$ cat config.mk
export PLATFORM = sky130hd
export DESIGN_NAME = moetk_datapath
export DESIGN_NICKNAME = d
export VERILOG_FILES = /design/src/rtl/core/moetk_pkg.sv /design/src/rtl/core/moetk_datapath.sv
export SDC_FILE = /design/constraint.sdc
export NUM_CORES = 2
export LEC_CHECK = 0
export BUFFER_PORTS_ARGS = -buffer_cell sky130_fd_sc_hd__buf_4
export CORE_ASPECT_RATIO = 1.75
export CORE_MARGIN = 3
export CORE_UTILIZATION = 66
export CTS_CLUSTER_SIZE = 20
export DETAILED_ROUTE_END_ITERATION = 8
export MAX_ROUTING_LAYER = met4
export PLACE_DENSITY_LB_ADDON = 0.08
export SETUP_SLACK_MARGIN = 0.1
export SLEW_MARGIN = 20
export SYNTH_ARGS = -nofsm -noshare
export SYNTH_HDL_FRONTEND = slang
export SYNTH_SLANG_ARGS = --single-unit
$ cat constraint.sdc
create_clock -name clk -period 8.3 [get_ports clk]
set_clock_uncertainty 0.2 [all_clocks]
set_input_delay 1.66 -clock clk [delete_from_list [all_inputs] [get_ports clk]]
set_output_delay 1.66 -clock clk [all_outputs]
set_load 0.02 [all_outputs]
$ cat src/rtl/core/moetk_pkg.sv
// Package for the mixture-of-experts top-k combine block.
// Holds command and register codes, sequencer states and the structs shared by the modules.
// No dependencies.
`default_nettype none

package moetk_pkg;

    localparam int VALUE_W = 16;
    localparam int PROB_W  = 13;
    localparam int PADDR_W = 5;
    localparam int PDATA_W = 32;
    localparam int RES_W   = 32;

    localparam logic [2:0] CMD_WEIGHT  = 3'd0;
    localparam logic [2:0] CMD_BIAS    = 3'd1;
    localparam logic [2:0] CMD_INPUT   = 3'd2;
    localparam logic [2:0] CMD_ROUTE   = 3'd3;
    localparam logic [2:0] CMD_COMPUTE = 3'd4;

    localparam logic [2:0] REG_EXPERTS  = 3'd0;
    localparam logic [2:0] REG_SLOTS    = 3'd1;
    localparam logic [2:0] REG_IN_WIDTH = 3'd2;
    localparam logic [2:0] REG_OUT_WID  = 3'd3;
    localparam logic [2:0] REG_BIAS_EN  = 3'd4;

    typedef enum logic [3:0] {
        S_IDLE,
        S_OUT_START,
        S_SLOT,
        S_MAC,
        S_DRAIN,
        S_BIAS,
        S_PROB,
        S_ACC,
        S_ROUND,
        S_EMIT
    } state_t;

    typedef struct packed {
        logic        valid;
        logic [12:0] prob;
        logic [2:0]  expert;
    } route_t;

    typedef struct packed {
        logic [3:0] ne;
        logic [2:0] ns;
        logic [6:0] nin;
        logic [6:0] nout;
        logic       bias_en;
    } cfg_t;

    typedef struct packed {
        logic       w_en;
        logic       b_en;
        logic [2:0] expert;
    } mem_rd_t;

    typedef struct packed {
        logic mac_issue;
        logic dot_clr;
        logic bias_add;
        logic prob_mul;
        logic acc_clr;
        logic acc_add;
        logic round;
    } dp_ctrl_t;

endpackage

`default_nettype wire

$ cat src/rtl/core/moetk_datapath.sv
// Shared multiply-accumulate datapath: product pipeline, dot accumulator, gate scaling,
// slot accumulator and final rounding with saturation. Depends on moetk_pkg.
`default_nettype none

module moetk_datapath #(
    parameter int IN_MAX    = 64,
    parameter int SLOTS_MAX = 4
) (
    input  wire logic                clk,
    input  wire logic                rst_n,
    input  wire moetk_pkg::dp_ctrl_t ctrl,
    input  wire logic signed [15:0]  w_q,
    input  wire logic signed [15:0]  x_q,
    input  wire logic signed [15:0]  b_q,
    input  wire logic [12:0]         prob,
    output logic                     busy,
    output logic signed [31:0]       result
);

    localparam int DOT_W = 32 + $clog2(IN_MAX + 1) + 1;
    localparam int PP_W  = DOT_W + 14;
    localparam int ACC_W = PP_W + $clog2(SLOTS_MAX + 1) + 1;

    localparam logic signed [ACC_W-1:0] HALF    = ACC_W'(64'sd1 <<< 23);
    localparam logic signed [ACC_W-1:0] SAT_MAX = ACC_W'(64'sd2147483647);
    localparam logic signed [ACC_W-1:0] SAT_MIN = ACC_W'(-64'sd2147483648);

    logic                    rd_vld_reg;
    logic                    mul_vld_reg;
    logic signed [31:0]      prod_reg;
    logic signed [DOT_W-1:0] dot_reg;
    logic signed [DOT_W-1:0] dot_next;
    logic signed [PP_W-1:0]  pp_reg;
    logic signed [ACC_W-1:0] acc_reg;
    logic signed [ACC_W-1:0] acc_next;
    logic signed [ACC_W-1:0] rnd;
    logic signed [ACC_W-1:0] shifted;
    logic signed [31:0]      result_reg;
    logic signed [31:0]      result_next;
    logic signed [DOT_W-1:0] bias_term;

    always_comb
    begin
        bias_term = {{(DOT_W - 28){b_q[15]}}, b_q, 12'b0};
        if (ctrl.dot_clr)
        begin
            dot_next = '0;
        end
        else if (mul_vld_reg)
        begin
            dot_next = dot_reg + DOT_W'(prod_reg);
        end
        else if (ctrl.bias_add)
        begin
            dot_next = dot_reg + bias_term;
        end
        else
        begin
            dot_next = dot_reg;
        end

        if (ctrl.acc_clr)
        begin
            acc_next = '0;
        end
        else if (ctrl.acc_add)
        begin
            acc_next = acc_reg + ACC_W'(pp_reg);
        end
        else
        begin
            acc_next = acc_reg;
        end

        rnd = acc_reg + HALF;
        shifted = rnd >>> 24;
        if (shifted > SAT_MAX)
        begin
            result_next = 32'sh7fffffff;
        end
        else if (shifted < SAT_MIN)
        begin
            result_next = 32'sh80000000;
        end
        else
        begin
            result_next = 32'(shifted);
        end
    end

    always_ff @(posedge clk or negedge rst_n)
    begin
        if (!rst_n)
        begin
            rd_vld_reg  <= 1'b0;
            mul_vld_reg <= 1'b0;
        end
        else
        begin
            rd_vld_reg  <= ctrl.mac_issue;
            mul_vld_reg <= rd_vld_reg;
        end
    end

    always_ff @(posedge clk)
    begin
        if (rd_vld_reg)
        begin
            prod_reg <= x_q * w_q;
        end
        dot_reg <= dot_next;
        if (ctrl.prob_mul)
        begin
            pp_reg <= dot_reg * $signed({1'b0, prob});
        end
        acc_reg <= acc_next;
        if (ctrl.round)
        begin
            result_reg <= result_next;
        end
    end

    assign busy   = rd_vld_reg || mul_vld_reg;
    assign result = result_reg;

endmodule

`default_nettype wire

After elaboration in Yosys (flattened, before gate mapping)
Cells that the tools add are included.
{ "word_totals": {"ff_bits": 218, "latch_bits": 0, "ramBits": 0, "rom_bits": 0, "input_bits": 70, "output_inout_bits": 33, "wordCells": 20, "mem_count": 0} }
{ "op_classes": {"addsub": 4, "multipliers": 2, "div_mod_pow": 0, "n_lt_le_gt_ge": 2, "n_eq_ne": 0, "shift": 0, "muxes": 3, "bitwise": 0, "reduce_logical": 2} }
{ "op_table": {"columns": ["op", "count"], "rows": [
  ["$mux 40", 2],
  ["$add 58x25->58 const B", 1],
  ["$add 58x54->58", 1],
  ["$mul 40x14->54", 1],
  ["$add 40x28->40", 1],
  ["$add 40x32->40", 1],
  ["$gt 34x32->1 const B", 1],
  ["$lt 34x32->1 const B", 1],
  ["$mul 16x16->32", 1],
  ["$mux 32", 1],
  ["$reduce_bool 2->1", 1],
  ["$logic_or 1x1->1", 1]
]} }

Longest topological paths before layout
{ "logic_depth": {"ltp_word": 3, "depth_mapped": 27, "ltp_nobuf": 26} }

Least setup slack after synthesis
Ideal clock, no wire load.
{ "synth_timing": {"kind": "in2reg", "from": "input prob[10]", "to": "register pp_reg[46], data pin", "setup_time_ps": 259, "t_arrival_ps": 7559, "t_required_ps": 7841, "setup_slack_ps": 282, "cell_stages": 24, "path_buffers": 1, "path_cell_list": "clkbuf_1 > and2_1 > fa_1 > inv_1 > fa_1 > inv_1 > fa_1 > fa_1 > fa_1 > inv_1 > fa_1 > inv_1 > ha_1 > a21o_1 > a21o_1 > a221oi_1 > o21ai_1 > a31oi_1 > a31oi_1 > o2111ai_1 > nand2b_1 > a31oi_1 > o21ai_0 > xnor2_1"} }
{ "synth_via": {"elab_chain_cells": 1} }
{ "synth_rtl": {"columns": ["item", "line", "rtl"], "rows": [
  ["start: declaration", "moetk_datapath.sv:15", "input wire logic [12:0] prob,"],
  ["$mul 40x14->54", "moetk_datapath.sv:114", "pp_reg <= dot_reg * $signed({1'b0, prob});"],
  ["end signal: assignment", "moetk_datapath.sv:114", null],
  ["end: declaration", "moetk_datapath.sv:33", "logic signed [PP_W-1:0] pp_reg;"]
]} }
No other way between the ends.
A chain may end at the register's enable or synchronous reset.

Final worst setup path
{ "layout_timing": {"from": "input x_q[8]", "to": "register prod_reg[31], data pin"} }
{ "layout_via": {"elab_chain_cells": 1} }
{ "layout_rtl": {"columns": ["item", "line", "rtl"], "rows": [
  ["start: declaration", "moetk_datapath.sv:13", "input wire logic signed [15:0] x_q,"],
  ["$mul 16x16->32", "moetk_datapath.sv:109", "prod_reg <= x_q * w_q;"],
  ["end signal: assignment", "moetk_datapath.sv:109", null],
  ["end: declaration", "moetk_datapath.sv:30", "logic signed [31:0] prod_reg;"]
]} }
No other way between the ends.

==> summary.md <==
| Metric | Value |
|---|---|
| Final nets | `5,884` |
| Syn_area_per_cell | `9.006 µm²` |
| CP Class | `input port to register` |
| CP top delay family | `adder cells` |
| CTS Sinks | `218` |
| HP Class | `register to register` |
| WL/cell | `18.01 µm` |
| Worst hold slack | `0.2830 ns` |
| CTS Hold Bufs | `0` |
| Slowest CP cell | `fa_1` |
| Slowest stage delay, CP | `0.53 ns` |
| Slew margin rel. | `35.13%` |
| Share of cells above drive strength 1 | `7.441%` |
| Clk buf depth | `3` |
| Post-synth ARST share | `0.9174%` |
| Seq/Total Area, Yosys | `13.26%` |
| Total GRT Usage | `31.95%` |
| Ys flop type | `edfxtp_1` |
| HPWL after DPL | `84,690 µm` |
| Largest register FFs | `58` |
| Total of max-cap violations | `0` |
| Root Buffer | `clkbuf_16` |
| Iteration-0 DRC Markers | `1,383` |
| Area added between synthesis and finish | `7.602%` |
| CP arrival | `8.05 ns` |
| Tightest Pin Transition | `0.9605 ns` |
| Io pins | `103` |
| Critical path endpoint category | `register` |
| Finish-stage setup viols | `0` |
| Worst-Skew Late Latency | `0.55 ns` |
| GRT overflow | `0` |
| DR vias/cell | `5.730` |
| Post-DRT Antenna Nets | `0` |
| Mapped Cells | `4,651` |
| Syn Nets | `5,780` |
| PortBufs | `102` |
| Worst-path clk slew | `0.07 ns` |
| Htree depth | `1` |
| RSZ-0062 raised after global routing | `false` |
| Starting Density | `66.99%` |
| Synthesized flop and latch total | `218` |
| WHS Path Cells | `2` |
| FILL cells | `4,978` |
| Site row count | `121` |
| FF-to-FF Start | `dot_reg[23]` |
| Placed cells | `5,529` |
| CP most frequent cell | `fa_1` |
| Setup Buffers After CTS | `0` |
| Final min period | `7.948 ns` |
| Die Y | `339.3 µm` |
| TritonCTS Buffers | `23` |
| Initial antenna violation count | `2` |
| Final core utilization | `72.08%` |
| Setup TNS | `0 ns` |
| Period utilisation layout | `95.76%` |
| Finished Layout Cells | `5,572` |
| Mapped Area | `41,890 µm²` |
| Commonest non-fill, non-tap cell in the layout | `inv_1` |
| EDFF count, synth | `118` |
| Worst Path Max Fanout | `3` |
| First-pass GRT wire length | `167,700 µm` |
| Hold Path Origin | `acc_reg[4]` |
| Area of the die | `66,640 µm²` |
| Worst R2R Path Depth | `20` |
| RR Endpoint | `pp_reg[47]` |
| Final GP Congestion | `0.9613` |
| Post-CTS Resized | `0` |
| Ys Warns | `0` |
| CTS tree | `yes` |
| DRC viols | `0` |
| Core Area | `62,530 µm²` |
| Initial DRT Pass Iterations | `6` |
| Max Slew Vio Count | `0` |
| Crit path required time | `8.40 ns` |
| Worst Hold End | `acc_reg[4]` |
| Distinct cell type count after synthesis | `92` |
| R2R Setup Slk | `1.08 ns` |
| Routed WL | `100,400 µm` |
| Final Hold Viols | `0` |
| Largest net degree at the start of global routing | `61` |
| Vias | `31,930` |
| Outcome | `completed` |
| Fmax | `125.8 MHz` |
| Startpoint types | `input port` |
| CP bufs+invs | `6` |
| Commonest cells after routing, fill and taps aside | `inv_1 (856), fa_1 (731), nand2_1 (538)` |
| DIE WIDTH | `196.4 µm` |
| Vias in the first global route | `35,340` |
==> cell type report <==
| class | count | area [µm²] | share of cell area, % |
|---|---|---|---|
| diodes | 2 | 5.005 | 0.01110 |
| repair buffers | 271 | 2059 | 4.569 |
| clock inverters | 12 | 172.7 | 0.3831 |
| clock buffers | 29 | 649.4 | 1.441 |
| well taps | 799 | 999.7 | 2.218 |
| flip-flops and latches | 218 | 5557 | 12.33 |
| inverters | 856 | 3213 | 7.129 |
| multi-input cells | 3385 | 32420 | 71.92 |
==> per-layer routing <==
metal  vias up  wire, µm  GRT usage [%]
met1     15900     34820          32.33
met3       308      3527          2.304
met2       769     55870          61.11
met5         -         0              -
met4         0      6140          15.88
li1      14960         -              -
==> synthesized netlist by cell type (32+ instances only) <==
master	count	area, µm²
inv_1	856	3213
xnor2_1	149	1305
ha_1	328	4104
o21bai_1	33	247.7
fa_1	731	14630
mux2i_1	48	480.5
nor3_1	34	170.2
o21ai_0	133	665.6
edfxtp_1	118	3543
a21o_1	99	743.2
clkbuf_1	175	656.9
nor2_1	187	701.9
a211oi_1	44	330.3
nand2_1	538	2019
dfxtp_1	98	1962
xor2_1	76	665.6
and2_1	353	2208
nor2b_1	32	200.2
a21oi_1	222	1111
nand3_1	56	280.3
==> stage by stage <==
step | setup WS, ns | area (µm²)
6_report | 0.3518 | 45070
5_1_grt | 0.1145 | 45070
4_1_cts | 0.2815 | 45040
3_5_place_dp | -0.3115 | 44220
3_3_place_gp | -0.2446 | 44220
2_1_floorplan | 0.2823 | 41890
==> worst reg2reg max path: stages, from the launching register on <==
cell and delay, ns:
dfxtp_1 0.84, nand2_1 0.18, fa_1 0.57, inv_1 0.06, fa_1 0.50, fa_1 0.52, fa_1 0.53, fa_1 0.55
inv_1 0.05, fa_1 0.53, inv_1 0.04, ha_1 0.36, and3_1 0.23, nand2_1 0.18, or4_1 0.62, nand3_2 0.15
a21bo_2 0.16, a31oi_2 0.13, o31ai_1 0.29, a21oi_1 0.13, xnor2_1 0.13
==> worst max path at each step <==
stage,start,to,cells after the start
floorplan,prob[10],pp_reg[46],24
global placement,prob[9],pp_reg[47],25
detailed placement,prob[10],pp_reg[51],26
CTS,prob[10],pp_reg[51],26
global route,x_q[8],prod_reg[31],25
finish,x_q[8],prod_reg[31],25
==> cells by family (layout without fill, tap and decap cells) <==
| kind of cell | Yosys count | in the layout | share of synthesized area [%] |
|---|---|---|---|
| flops | 218 | 218 | 13.26 |
| other cells | 0 | 2 | 0 |
| xor+xnor | 225 | 225 | 4.705 |
| buf+inv | 1048 | 1168 | 9.415 |
| mux | 48 | 48 | 1.147 |
| compound gates | 710 | 710 | 11.01 |
| fa+ha+maj | 1059 | 1059 | 44.73 |
| simple gates | 1343 | 1343 | 15.72 |
Power is left out: the tool's default activity adds up to more than one toggle a clock period on the data nets, which glitch-free logic cannot reach.
