==> src/rtl/core/moetk_pkg.sv <==
// Package for the mixture-of-experts top-k combine block.
// Holds command and register codes, sequencer states and the structs shared by the modules.
// No dependencies.
`default_nettype none

package moetk_pkg;

    localparam int VALUE_W = 16;
    localparam int PROB_W  = 13;
    localparam int PADDR_W = 5;
    localparam int PDATA_W = 32;
    localparam int RES_W   = 32;

    localparam logic [2:0] CMD_WEIGHT  = 3'd0;
    localparam logic [2:0] CMD_BIAS    = 3'd1;
    localparam logic [2:0] CMD_INPUT   = 3'd2;
    localparam logic [2:0] CMD_ROUTE   = 3'd3;
    localparam logic [2:0] CMD_COMPUTE = 3'd4;

    localparam logic [2:0] REG_EXPERTS  = 3'd0;
    localparam logic [2:0] REG_SLOTS    = 3'd1;
    localparam logic [2:0] REG_IN_WIDTH = 3'd2;
    localparam logic [2:0] REG_OUT_WID  = 3'd3;
    localparam logic [2:0] REG_BIAS_EN  = 3'd4;

    typedef enum logic [3:0] {
        S_IDLE,
        S_OUT_START,
        S_SLOT,
        S_MAC,
        S_DRAIN,
        S_BIAS,
        S_PROB,
        S_ACC,
        S_ROUND,
        S_EMIT
    } state_t;

    typedef struct packed {
        logic        valid;
        logic [12:0] prob;
        logic [2:0]  expert;
    } route_t;

    typedef struct packed {
        logic [3:0] ne;
        logic [2:0] ns;
        logic [6:0] nin;
        logic [6:0] nout;
        logic       bias_en;
    } cfg_t;

    typedef struct packed {
        logic       w_en;
        logic       b_en;
        logic [2:0] expert;
    } mem_rd_t;

    typedef struct packed {
        logic mac_issue;
        logic dot_clr;
        logic bias_add;
        logic prob_mul;
        logic acc_clr;
        logic acc_add;
        logic round;
    } dp_ctrl_t;

endpackage

`default_nettype wire

==> src/rtl/core/moetk_seq.sv <==
// Sequencer of the combine block: walks features, routing slots and input elements,
// drives the shared datapath and the memory reads. Depends on moetk_pkg.
`default_nettype none

module moetk_seq #(
    parameter int IN_MAX    = 64,
    parameter int OUT_MAX   = 64,
    parameter int SLOTS_MAX = 4
) (
    input  wire logic                clk,
    input  wire logic                rst_n,
    input  wire logic                req_accept,
    input  wire logic [2:0]          req_cmd,
    input  wire moetk_pkg::cfg_t     cfg,
    input  wire moetk_pkg::route_t   route,
    input  wire logic                busy,
    input  wire logic                out_free,
    output logic                     idle,
    output moetk_pkg::dp_ctrl_t      ctrl,
    output moetk_pkg::mem_rd_t       rd,
    output logic [(OUT_MAX > 1 ? $clog2(OUT_MAX) : 1)-1:0]     rd_o,
    output logic [(IN_MAX > 1 ? $clog2(IN_MAX) : 1)-1:0]       rd_i,
    output logic [(SLOTS_MAX > 1 ? $clog2(SLOTS_MAX) : 1)-1:0] rd_slot,
    output logic [12:0]              prob,
    output logic                     emit,
    output logic [5:0]               emit_index,
    output logic                     emit_last
);

    localparam int O_W = OUT_MAX > 1 ? $clog2(OUT_MAX) : 1;
    localparam int I_W = IN_MAX > 1 ? $clog2(IN_MAX) : 1;
    localparam int S_W = SLOTS_MAX > 1 ? $clog2(SLOTS_MAX) : 1;

    moetk_pkg::state_t state_reg;
    moetk_pkg::state_t state_next;
    logic [O_W-1:0]    o_reg;
    logic [O_W-1:0]    o_next;
    logic [S_W-1:0]    s_reg;
    logic [S_W-1:0]    s_next;
    logic [I_W-1:0]    i_reg;
    logic [I_W-1:0]    i_next;
    logic [12:0]       prob_reg;
    logic [12:0]       prob_next;
    logic [2:0]        exp_reg;
    logic [2:0]        exp_next;
    logic              last_feature;
    logic              last_slot;
    logic              last_input;
    logic              slot_active;

    always_ff @(posedge clk or negedge rst_n)
    begin
        if (!rst_n)
        begin
            state_reg <= moetk_pkg::S_IDLE;
            o_reg     <= '0;
            s_reg     <= '0;
            i_reg     <= '0;
        end
        else
        begin
            state_reg <= state_next;
            o_reg     <= o_next;
            s_reg     <= s_next;
            i_reg     <= i_next;
        end
    end

    always_ff @(posedge clk)
    begin
        prob_reg <= prob_next;
        exp_reg  <= exp_next;
    end

    always_comb
    begin
        last_feature = (int'(o_reg) + 1) == int'(cfg.nout);
        last_slot    = (int'(s_reg) + 1) == int'(cfg.ns);
        last_input   = (int'(i_reg) + 1) == int'(cfg.nin);
        slot_active  = route.valid && ({1'b0, route.expert} < cfg.ne);

        state_next = state_reg;
        o_next     = o_reg;
        s_next     = s_reg;
        i_next     = i_reg;
        prob_next  = prob_reg;
        exp_next   = exp_reg;
        idle       = 1'b0;
        ctrl       = '0;
        rd         = '{w_en: 1'b0, b_en: 1'b0, expert: exp_reg};
        emit       = 1'b0;

        case (state_reg)
            moetk_pkg::S_IDLE:
            begin
                idle = 1'b1;
                if (req_accept && (req_cmd == moetk_pkg::CMD_COMPUTE))
                begin
                    o_next     = '0;
                    state_next = moetk_pkg::S_OUT_START;
                end
            end
            moetk_pkg::S_OUT_START:
            begin
                ctrl.acc_clr = 1'b1;
                s_next       = '0;
                if (cfg.nout == '0)
                begin
                    state_next = moetk_pkg::S_IDLE;
                end
                else if (cfg.ns == '0)
                begin
                    state_next = moetk_pkg::S_ROUND;
                end
                else
                begin
                    state_next = moetk_pkg::S_SLOT;
                end
            end
            moetk_pkg::S_SLOT:
            begin
                rd.expert = route.expert;
                if (slot_active)
                begin
                    ctrl.dot_clr = 1'b1;
                    rd.b_en      = 1'b1;
                    prob_next    = route.prob;
                    exp_next     = route.expert;
                    i_next       = '0;
                    state_next   = (cfg.nin == '0) ? moetk_pkg::S_DRAIN : moetk_pkg::S_MAC;
                end
                else if (last_slot)
                begin
                    state_next = moetk_pkg::S_ROUND;
                end
                else
                begin
                    s_next = s_reg + 1'b1;
                end
            end
            moetk_pkg::S_MAC:
            begin
                ctrl.mac_issue = 1'b1;
                rd.w_en        = 1'b1;
                i_next         = i_reg + 1'b1;
                if (last_input)
                begin
                    state_next = moetk_pkg::S_DRAIN;
                end
            end
            moetk_pkg::S_DRAIN:
            begin
                if (!busy)
                begin
                    state_next = moetk_pkg::S_BIAS;
                end
            end
            moetk_pkg::S_BIAS:
            begin
                ctrl.bias_add = cfg.bias_en;
                state_next    = moetk_pkg::S_PROB;
            end
            moetk_pkg::S_PROB:
            begin
                ctrl.prob_mul = 1'b1;
                state_next    = moetk_pkg::S_ACC;
            end
            moetk_pkg::S_ACC:
            begin
                ctrl.acc_add = 1'b1;
                if (last_slot)
                begin
                    state_next = moetk_pkg::S_ROUND;
                end
                else
                begin
                    s_next     = s_reg + 1'b1;
                    state_next = moetk_pkg::S_SLOT;
                end
            end
            moetk_pkg::S_ROUND:
            begin
                ctrl.round = 1'b1;
                state_next = moetk_pkg::S_EMIT;
            end
            moetk_pkg::S_EMIT:
            begin
                if (out_free)
                begin
                    emit = 1'b1;
                    if (last_feature)
                    begin
                        state_next = moetk_pkg::S_IDLE;
                    end
                    else
                    begin
                        o_next     = o_reg + 1'b1;
                        state_next = moetk_pkg::S_OUT_START;
                    end
                end
            end
            default:
            begin
                state_next = moetk_pkg::S_IDLE;
            end
        endcase
    end

    assign rd_o       = o_reg;
    assign rd_i       = i_reg;
    assign rd_slot    = s_reg;
    assign prob       = prob_reg;
    assign emit_index = 6'(o_reg);
    assign emit_last  = last_feature;

endmodule

`default_nettype wire

==> config.mk <==
export PLATFORM = sky130hd
export DESIGN_NAME = moetk_seq
export DESIGN_NICKNAME = d
export VERILOG_FILES = /design/src/rtl/core/moetk_pkg.sv /design/src/rtl/core/moetk_seq.sv
export SDC_FILE = /design/constraint.sdc
export NUM_CORES = 1
export LEC_CHECK = 0
export BUFFER_PORTS_ARGS = -buffer_cell sky130_fd_sc_hd__buf_2
export CAP_MARGIN = 20
export CORE_AREA = 4 4 78 73
export CTS_BUF_LIST = sky130_fd_sc_hd__clkbuf_16
export CTS_CLUSTER_DIAMETER = 100
export DETAILED_ROUTE_END_ITERATION = 8
export DIE_AREA = 0 0 82 77
export PLACE_DENSITY = 0.84
export SLEW_MARGIN = 20
export SYNTH_ARGS = -nofsm -noshare
export SYNTH_HDL_FRONTEND = slang
export SYNTH_SLANG_ARGS = --single-unit
==> constraint.sdc <==
create_clock -name clk -period 5.3 [get_ports clk]
set_input_delay 0.265 -clock clk [delete_from_list [all_inputs] [get_ports clk]]
set_output_delay 0.265 -clock clk [all_outputs]
set_load 0.02 [all_outputs]
**After elaboration in Yosys (flattened, before gate mapping)**

Cells that the tools add are included.

- Input bits: 47
- Register bits: 34
- Output and inout port bits: 48

- Reductions and logical operators: 14
- Order comparisons: 1
- Eq/ne operators: 21
- Add/subtract/negate cells: 6
- Muxes and demuxes: 33

Operators with widths:

| operator | number |
|---|---|
| 2-to-1 mux 4 bit | 10 |
| case mux 4 bit (10 select lines) | 1 |
| 2-to-1 mux 6 bit | 4 |
| case mux 6 bit (2 select lines) | 2 |
| == test 4 x 3 -> 1 bit, second input constant | 4 |
| adder 6 x 1 -> 7 bit, second input constant | 2 |
| == test 7 bit | 2 |
| logical NOT 7 bit | 2 |
| != test 2 bit, second input constant | 7 |
| adder 6 x 1 -> 6 bit, second input constant | 2 |
| 2-to-1 mux 1 bit | 12 |
| == test 4 x 2 -> 1 bit, second input constant | 2 |
| == test 4 bit, second input constant | 2 |
| case mux 2 bit (3 select lines) | 1 |
| AND reduction 2 bit | 3 |
| AND reduction 5 bit | 1 |
| == test 4 x 1 -> 1 bit, second input constant | 1 |
| logical NOT 4 bit | 1 |
| less-than comparator 3 x 4 -> 1 bit | 1 |
| 2-to-1 mux 2 bit | 2 |
| AND reduction 4 bit | 1 |
| nonzero test 2 bit | 2 |
| adder 2 x 1 -> 3 bit, second input constant | 1 |
| == test 3 bit | 1 |
| other kinds (7) | 8 |

**Depth between registers and ports, before layout**

Gate-level depths: netlist (run 1).

- Depth in word-level cells: 5
- Gate-level depth with buffers: 10
- Mapped depth without buffers: 10

**Worst setup path before layout (run 1)**

OpenSTA, ideal clock, no wires.

- Kind: register to register
- Start point: reg o_reg[0] (netlist: emit_index[0])
- End point: reg state_reg[0]
- Slack: 3.173 ns
- Path buffers: 0
- Arrival time: 2.001 ns
- Stages on the path, launching flop included: 8
- Required time: 5.175 ns
- Path through: dfrtp_1 > ha_1 > and2_1 > o21ai_0 > a31oi_1 > and4bb_1 > o211ai_1 > mux2_4

- Longest elaborated chain between the ends: 5

Ends and longest elaborated chain:

| element | RTL line | RTL |
|---|---|---|
| start: declaration | moetk_seq.sv:36 | `logic [O_W-1:0] o_reg;` |
| start signal: assignment | moetk_seq.sv:63 | `o_reg <= o_next;` |
| adder 6 x 1 -> 7 bit | moetk_seq.sv:77 | `last_feature = (int'(o_reg) + 1) == int'(cfg.nout);` |
| == test 7 bit | moetk_seq.sv:77 |  |
| named net emit_last | moetk_seq.sv:27 | `output logic emit_last` |
| 2-to-1 mux 1 bit | moetk_seq.sv:191 | `if (last_feature)` |
| 2-to-1 mux 4 bit | moetk_seq.sv:188 | `if (out_free)` |
| case mux 4 bit (10 select lines) | moetk_seq.sv:93 | `case (state_reg)` |
| end signal: assignment | moetk_seq.sv:55 | `state_reg <= moetk_pkg::S_IDLE;` |
| end signal: assignment | moetk_seq.sv:62 | `state_reg <= state_next;` |
| end: declaration | moetk_seq.sv:34 | `moetk_pkg::state_t state_reg;` |

The timed path passes the listed nets, and every way through them passes these cells. The select of a mux whose other input is x is not followed.
A chain may end at the register's enable or synchronous reset.

==> results by group, run 1 <==
Outcome
  • Status: complete, no violations

Clock network
  • Root Buffer: clkbuf_16
  • TritonCTS clock tree: built
  • CTS Buffer Depth: 2
  • Worst-path clk slew: ~0.05 ns
  • H-tree depth: 2
  • Postcts setup bufs: 0
  • Post-CTS resize count: 0
  • Clock sinks: 34
  • Number of CTS-inserted buffers: 5
  • Worst-Skew Late Latency: around 0.27 ns

Synthesis
  • Synth top cells by count: dfrtp_1, edfxtp_1, nand2_1
  • Mean area per synthesized cell: 9.95 um2
  • #FFs+latches synth: 34
  • Share of flip-flops with an asynchronous set or reset: 52.9%
  • Number of enable flip-flop cells after synthesis: 16
  • Yosys top cell by area: edfxtp_1
  • Yosys cell types: 46
  • Warnings, synthesis: 0
  • Synth Cell Area: between 2000 and 2500 um2
  • Most frequent cell after synthesis: dfrtp_1
  • Yosys top cell area share: between 20% and 30%
  • Syn nets: 262
  • Syn Inst Count: 210
  • Main synth FF type: dfrtp_1
  • Share of the yosys chip area belonging to registers: 44.6%
  • Synth area leaders: edfxtp_1, dfrtp_1, xnor2_1

Finish
  • Filler cell count in the final layout: approximately 420
  • Share of layout cells above drive strength 1: a little under two fifths
  • Fin nets: 350
  • Layout area overhead: 31.7%
  • Inserted Diodes: 0
  • Max FFs per register: 13

Routing
  • Post-route ant nets: 0
  • Initial DRC count: between 90 and 100
  • Drt total wl: ~5.3 mm
  • First drt pass iteration count: 5
  • Routed len/inst: about 15 um
  • DR DRC count: 0
  • Vias post-DR: about 1900
  • DR vias/cell: slightly above 5

Pwr
  • Total power: 1.47 mW
  • Leakage power: ~1.3 nW
  • Total power per unit cell area: 534 nW/um2
  • Peak supply drop: approximately 0.22 mV

STA
  • FMAX: slightly below 400 MHz
  • Final Hold Violating Endpoints: 0
  • Fin. max-slew vios: 0
  • Unrepaired setup endpoints after global routing: no
  • Setup TNS after final layout: 0 ns
  • Worst-margin pin slew: 0.666 ns
  • Skew final: between 0.002 and 0.0025 ns
  • # setup viols final: 0
  • Slack of the critical path: 2.74 ns
  • Period utilisation layout: between 40% and 50%
  • Headroom to the max-slew limit: a little over half
  • Minimum clock period: 2.56 ns

GRT
  • Initial antenna violation count: 0
  • Vias in the first global route: 1735
  • First-pass GRT wire length: approximately 8.2 mm
  • GRT Total Usage: roughly 17%
  • Total grt overflow: 0
  • Largest net degree at the start of global routing: 21

Placed design
  • Port Buffer Count: 94
  • Routability-driven placement congestion ratio: between 0.8 and 0.9
  • Hpwl dp: ~4.3 mm
  • Dpl ws: between 3 and 4 ns

Floorplanning
  • DIE WIDTH: a little over 80 um
  • Rows: 24
  • Initial Utilization: 43.5%
  • Core region area: a little under 5000 um2
  • Die area: roughly 6300 um2
  • # IOs: 95
  • Die Y: 77 um

Worst setup path
  • Worst Path Arrival: approximately 2.3 ns
  • Worst-path cell chain: nand2b_1, nor3_2, nand2_1, inv_1, buf_2
  • Crit. End Element: primary output
  • Critical path fanouts, max: 20
  • CP delay by family, top: buffers and inverters
  • Slowest library cell on the worst path: inv_1
  • CP max stage delay: 0.53 ns
  • Worst path bufs/invs: 2
  • Critical path class: reg2out
  • Critical path required time: ~5 ns
  • CP Launch Type: register

Run
  • Max_cap viols: 0

Hold path
  • Worst Hold Class: in2reg
-- area by class of cell --
type	instances	area, um2	share of cell area, %
Tap cell	65	81.3	2.95
Inverter	9	33.8	1.23
Clock buffer	5	125	4.55
Clock inverter	3	63.8	2.32
Sequential cell	34	931	33.8
Multi-Input combinational cell	153	1040	37.7
Timing Repair Buffer	95	480	17.5
-- timing repair --
action                                  in CTS  in global routing
endpoints found under the setup margin       0                  0
hold buffers                                 1                  0
endpoints found under the hold margin       18                  0
-- metal layers --
layer | GRT usage (%) | wire length, um | up-vias
li1 | - | - | 927
met1 | 23.2 | 2360 | 869
met2 | 25.2 | 2340 | 83
met3 | 4.68 | 579 | 4
met4 | 3.99 | 28 | 0
met5 | 0 | 0 | -
-- through the flow --
step / utilization (%) / cell area (um2) / hold slack [ns] / cells
after CTS: 57.3 / 2750 / 0.164 / 364
after global routing: 57.3 / 2750 / 0.156 / 364
final: 57.3 / 2750 / 0.170 / 364
after detailed placement: 53.2 / 2550 / 0.220 / 355
after floorplan: - / 2090 / -0.0306 / 210
after global placement: 53.2 / 2550 / 0.214 / 355
-- cells in the final DEF, fill, tap and decap left out, drive strengths merged, types with 2 or more instances in the layout --
master and n:
o211ai 5, inv 9, o31ai 8, nand3 9
dfrtp 18, xor2 8, buf 94, edfxtp 16
bufinv 2, a22o 2, and2 4, a31oi 2
o21ai 19, or3 2, nand2 16, nor2b 5
mux2 5, nor2 13, xnor2 14, clkbuf 5
nor3 5, a21o 2, nor4 5, nand2b 4
a211o 2, and3 4, ha 5, a21oi 3
-- where the power goes --
group	total [mW]	internal, mW	switching, mW
Combinational	0.652	0.265	0.387
Clock	0.363	0.267	0.0956
Sequential	0.457	0.349	0.108
Total	1.47	0.881	0.590
-- final timing paths --
| path | to | depth (start not counted) | start | slack [ns] |
|---|---|---|---|---|
| min reg2reg | rd_i[5] | 1 | rd_i[5] | 0.55 |
| max in group asynchronous | rd_slot[1] | 2 | rst_n | 4.54 |
| min in group asynchronous | state_reg[2] | 2 | rst_n | 0.46 |
| max | ctrl[5] | 5 | state_reg[0] | 2.74 |
| max reg2reg | state_reg[0] | 7 | state_reg[0] | 3.01 |
| min | prob[6] | 1 | route[9] | 0.17 |
-- logic make-up after synthesis --
group / count (synthesis) / synth area share, %
AOI/OAI and AO/OA: 47 / 14.7
xor gates and xnor gates: 22 / 9.22
adders and majority gates: 5 / 2.99
buffers and inverters: 23 / 5.81
DFF: 34 / 44.6
muxes: 5 / 2.87
and+or+nand+nor: 74 / 19.8
Note: power is estimated with default switching activity, not from simulation.
==> run 2, diff against run 1 <==
- clock period: 5.3 -> 2.6 ns (I/O delays scaled with it)
==> results by group, run 2 (synthesis results as in run 1) <==
STA
  • Setup TNS after final layout: 0 ns
  • # setup viols final: 0
  • Slack of the critical path: roughly 0.33 ns
  • FMAX: 440 MHz
  • Unrepaired setup endpoints after global routing: no
  • Skew final: 0.00368 ns
  • Final Hold Violating Endpoints: 0
  • Worst-margin pin slew: around 0.67 ns
  • Minimum clock period: roughly 2.3 ns
  • Period utilisation layout: between 80 and 90%
  • Headroom to the max-slew limit: between 50% and 60%
  • Fin. max-slew vios: 0

Worst setup path
  • Critical path fanouts, max: 8
  • Slowest library cell on the worst path: dfrtp_1
  • Endpoint of the worst-slack reg-to-reg timing path: emit_index[4]
  • R2r setup slk: roughly 0.34 ns
  • FF-to-FF path depth: 7
  • Worst Path Arrival: 2.14 ns
  • Critical path required time: 2.47 ns
  • CP Launch Type: register
  • Reg-to-Reg Start: emit_index[0]
  • Critical path class: reg2out
  • Worst-path cell chain: ha_1, and2_1, a211o_1, a31oi_1, and4bb_1, buf_2
  • Crit. End Element: primary output
  • CP max stage delay: 0.46 ns

Routing
  • Drt total wl: ~5.5 mm
  • DR DRC count: 0
  • Post-route ant nets: 0
  • First drt pass iteration count: 4
  • Initial DRC count: roughly 110
  • Vias post-DR: between 1500 and 2000
  • DR vias/cell: between 5 and 6
  • Routed len/inst: between 10 and 15 um

Finish
  • Inserted Diodes: 0
  • Max FFs per register: 13
  • Share of layout cells above drive strength 1: approximately 38%
  • Fin nets: around 350
  • Most frequent cells in the layout: buf_2, dfrtp_1, nand2_1, edfxtp_1
  • Layout area overhead: 32.7%
  • Commonest non-fill, non-tap cell in the layout: buf_2

Floorplanning
  • Die area: 6310 um2
  • Die Y: about 77 um
  • Core region area: ~4800 um2
  • Rows: 24
  • DIE WIDTH: 82 um
  • Initial Utilization: roughly 43%
  • # IOs: 95

Clock network
  • TritonCTS clock tree: built
  • Worst-path clk slew: roughly 0.06 ns
  • H-tree depth: 2
  • Root Buffer: clkbuf_16
  • Worst-Skew Late Latency: ~0.28 ns
  • CTS Buffer Depth: 2
  • Postcts setup bufs: 0
  • Clock sinks: 34
  • Number of CTS-inserted buffers: 5

Hold path
  • Worst Hold Launch: route[15]
  • Hold path cells: 1
  • Worst Hold Path EP: prob[12]
  • Worst Hold Class: in2reg

Placed design
  • Routability-driven placement congestion ratio: between 0.8 and 0.9
  • Dpl ws: between 0.3 and 0.4 ns
  • Port Buffer Count: between 90 and 100
  • Hpwl dp: between 4 and 5 mm

Pwr
  • Peak supply drop: 0.552 mV
  • Leakage power: around 1.3 nW
  • Total power per unit cell area: about 1100 nW/um2

GRT
  • Vias in the first global route: roughly 1800
  • Initial antenna violation count: 0
  • Largest net degree at the start of global routing: 19
  • First-pass GRT wire length: roughly 8.5 mm
  • Total grt overflow: 0
  • GRT Total Usage: approximately 17%

Run
  • Max_cap viols: 0

Outcome
  • Status: complete, no violations
[run 2: worst max path at each step]
stage | startpoint | endpoint | slack, ns | cells past startpoint
floorplan | emit_index[0] | state_reg[0] | 0.47 | 7
global placement | emit_index[0] | emit_index[5] | 0.53 | 7
detailed placement | emit_index[0] | emit_index[3] | 0.37 | 7
CTS | emit_index[0] | emit_last | 0.33 | 6
global route | emit_index[0] | emit_index[4] | 0.11 | 7
finish | emit_index[0] | emit_last | 0.33 | 6
[run 2: critical path, delay by kind of cell, from the launching register on]
family / cells / cell delay, ns
AOI/OAI and AO/OA: 2 / 0.48
adders and majority gates: 1 / 0.30
buffers and inverters: 1 / 0.17
DFF: 1 / 0.46
and+or+nand+nor: 2 / 0.44
[run 2: layout make-up]
cell class,count,area (um2)
Sequential cell,34,931
Timing Repair Buffer,97,495
Tap cell,65,81.3
Clock inverter,3,68.8
Multi-Input combinational cell,153,1040
Inverter,9,33.8
Fill cell,428,2030
Clock buffer,5,125
[run 2: stage by stage]
| stage | power [mW] | util [%] | hold slack (ns) | instances | cell area [um2] |
|---|---|---|---|---|---|
| CTS | 3.05 | 57.7 | 0.0190 | 366 | 2770 |
| detailed placement | 2.26 | 53.5 | 0.0896 | 357 | 2570 |
| floorplan | 1.89 | - | -0.166 | 210 | 2090 |
| global route | 3.23 | 57.7 | 0.0194 | 366 | 2770 |
| finish | 3.03 | 57.7 | 0.0245 | 366 | 2770 |
| global placement | 2.24 | 53.5 | 0.0801 | 357 | 2570 |
[run 2: metal layers]
metal / up-vias / part of all wire [%] / track usage (%)
met1: 866 / 44 / 22.9
met3: 7 / 9.7 / 3.98
met5: - / 0 / 0
li1: 933 / - / -
met4: 0 / 1.0 / 4.49
met2: 90 / 45 / 28.0
[run 2: timing repair]
action,4_1_cts,5_1_grt
resized for setup,0,0
setup endpoints to repair,0,0
hold endpoints to repair,18,0
hold buffers,1,0
[run 2: power by group]
| part | switching, mW | internal, mW |
|---|---|---|
| Sequential | 0.217 | 0.710 |
| Combinational | 0.784 | 0.547 |
| Clock | 0.216 | 0.550 |
==> run 3, diff against run 2 <==
- CAP_MARGIN: 20 -> 25
- clock period: 2.6 -> 2.27 ns (I/O delays scaled with it)
==> results by group, run 3 (synthesis results as in run 1) <==
Worst setup path
  • Worst-path cell chain: ha_1, and2_1, a211o_1, a31oi_2, and4bb_1, buf_2
  • CP delay by family, top: compound AO/OA/AOI/OAI gates
  • Reg-to-Reg Start: emit_index[0]
  • Worst path bufs/invs: 1
  • Critical path class: reg2out
  • Crit. End Element: primary output
  • Endpoint of the worst-slack reg-to-reg timing path: emit_index[3]
  • R2r setup slk: around 0.11 ns
  • CP max stage delay: around 0.46 ns
  • Critical path fanouts, max: 8
  • Worst Path Arrival: ~2.1 ns
  • Slowest library cell on the worst path: dfrtp_2
  • CP Launch Type: register
  • FF-to-FF path depth: 7
  • Critical path required time: between 2 and 2.5 ns

GRT
  • Met2 usage: 28.8%
  • GR Util met3: 4.80%
  • Initial antenna violation count: 0
  • Vias in the first global route: 1845
  • GRT Total Usage: between 10% and 20%
  • Largest net degree at the start of global routing: 19
  • Met1 usage in global routing: between 20% and 30%
  • First-pass GRT wire length: between 8 and 9 mm
  • Global route hottest layer: met2
  • Total grt overflow: 0

Placed design
  • Dpl ws: roughly 0.084 ns
  • Placed inst area: 2610 um2
  • Post-Place Cells: 362
  • Port Buffer Count: 94
  • Routability-driven placement congestion ratio: between 0.8 and 0.9
  • Hpwl dp: 4.48 mm

Floorplanning
  • Initial Utilization: about 43%
  • # IOs: between 90 and 100
  • Die area: approximately 6300 um2
  • Die Y: 77 um
  • Rows: 24
  • Core region area: between 4000 and 5000 um2
  • DIE WIDTH: between 80 and 90 um

STA
  • # setup viols final: 0
  • Final Hold Violating Endpoints: 0
  • Headroom to the max-slew limit: a little over two thirds
  • Worst hold margin: between 0.01 and 0.015 ns
  • Worst-margin pin slew: 0.448 ns
  • Minimum clock period: ~2.2 ns
  • Period utilisation layout: just under 100%
  • Skew final: about 0.0060 ns
  • Fin. max-slew vios: 0
  • Slack of the critical path: between 0.06 and 0.07 ns
  • FMAX: 453 MHz

Routing
  • Initial DRC count: 85
  • First drt pass iteration count: 4
  • Vias post-DR: between 1500 and 2000
  • Post-route ant nets: 0
  • DR vias/cell: 5.29
  • Drt total wl: approximately 5.6 mm
  • Routed len/inst: around 15 um
  • DR DRC count: 0

Outcome
  • Status: complete, no violations

Finish
  • Share of layout cells above drive strength 1: 39.5%
  • Post-Layout Cell Count: 371
  • Max FFs per register: 13
  • Layout area overhead: 34.1%
  • Fin area: roughly 2800 um2
  • Inserted Diodes: 0
  • Commonest non-fill, non-tap cell in the layout: buf_2
  • Fin nets: roughly 360
  • Most frequent cells in the layout: buf_2, dfrtp_1, nand2_1, edfxtp_1

Pwr
  • Clock power share: 22.2%
  • Leakage power: between 1 and 1.5 nW
  • Switch Pwr: around 1.4 mW
  • Comb power frac: 47.1%
  • Peak supply drop: between 0.6 and 0.7 mV
  • Total power per unit cell area: between 1000 and 1500 nW/um2
  • Register share of total power: between 30 and 40%
  • Switching share of power: 41.8%
  • Pint: between 2 and 2.5 mW

Clock network
  • Clock sinks: 34
  • CTS Buffer Depth: 2
  • Worst-path clk slew: 0.06 ns
  • TritonCTS clock tree: built
  • Worst-Skew Late Latency: 0.28 ns
  • H-tree depth: 2
  • Number of CTS-inserted buffers: 5
  • Postcts setup bufs: 0
  • Root Buffer: clkbuf_16

Hold path
  • Hold path cells: 1
  • Worst Hold Path EP: prob[11]
  • Worst Hold Class: in2reg
  • Worst Hold Launch: route[14]

Run
  • Max_cap viols: 0
==> run 3: changes by cell type in the layout (fill, tap and decap cells not counted) <==
| cell | before | now |
|---|---|---|
| a31oi_1 | 2 | 1 |
| dfrtp_1 | 18 | 17 |
| clkinv_4 | 1 | 0 |
| bufinv_16 | 2 | 1 |
| dfrtp_2 | 0 | 1 |
| o31ai_2 | 1 | 0 |
| clkinvlp_4 | 0 | 2 |
| buf_4 | 2 | 7 |
| a31oi_2 | 0 | 1 |
| o31ai_4 | 0 | 1 |
==> run 3: per-stage QoR <==
| step | util, % | TNS, ns | total power [mW] |
|---|---|---|---|
| after floorplan | - | 0 | 2.16 |
| after global placement | 54.2 | 0 | 2.62 |
| after detailed placement | 54.2 | 0 | 2.68 |
| after CTS | 58.0 | 0 | 3.46 |
| after global routing | 58.3 | -0.00124 | 3.70 |
| final | 58.3 | 0 | 3.46 |
==> run 3: layout make-up <==
type | count | area, um2
sequential | 34 | 932
inverter | 9 | 33.8
multi-input combinational | 153 | 1050
tap | 65 | 81.3
timing repair buffer | 102 | 533
clock inverter | 3 | 45.0
fill | 433 | 2000
clock buffer | 5 | 125
==> run 3: worst reg2reg max path, stage by stage, from the launching register on <==
cell,delay [ns]
dfrtp_2,0.46
ha_1,0.27
and2_1,0.17
a211o_1,0.30
a31oi_2,0.20
o31ai_4,0.14
or2_1,0.29
o31ai_1,0.24
==> run 3: routing by layer <==
layer	wire length, um	up-vias
met1	2400	918
met2	2510	97
met4	43	0
met5	0	-
met3	601	5
li1	-	942
==> run 3: worst max-delay path by stage <==
| stage | end | cells past startpoint | startpoint | slack (ns) |
|---|---|---|---|---|
| 2_1_floorplan | state_reg[0] | 7 | emit_index[0] | 0.14 |
| 3_3_place_gp | emit_index[4] | 7 | emit_index[0] | 0.20 |
| 3_5_place_dp | emit_index[3] | 7 | emit_index[0] | 0.08 |
| 4_1_cts | emit_last | 6 | emit_index[0] | 0.06 |
| 5_1_grt | emit_last | 6 | emit_index[0] | -0.001 |
| 6_report | emit_last | 6 | emit_index[0] | 0.06 |
==> run 3: what timing repair did <==
action / 4_1_cts / 5_1_grt
hold endpoints to repair: 18 / 0
gates resized for setup: 0 / 3
setup endpoints to repair: 0 / 6
hold buffers: 1 / 0
==> run 3: power by group through the flow <==
stage	registers [mW]	clock network [mW]	logic [mW]
after floorplan	1.06	0	1.10
after global placement	1.05	0	1.57
after detailed placement	1.06	0	1.61
after CTS	1.06	0.777	1.62
after global routing	1.09	0.814	1.80
final	1.07	0.768	1.63
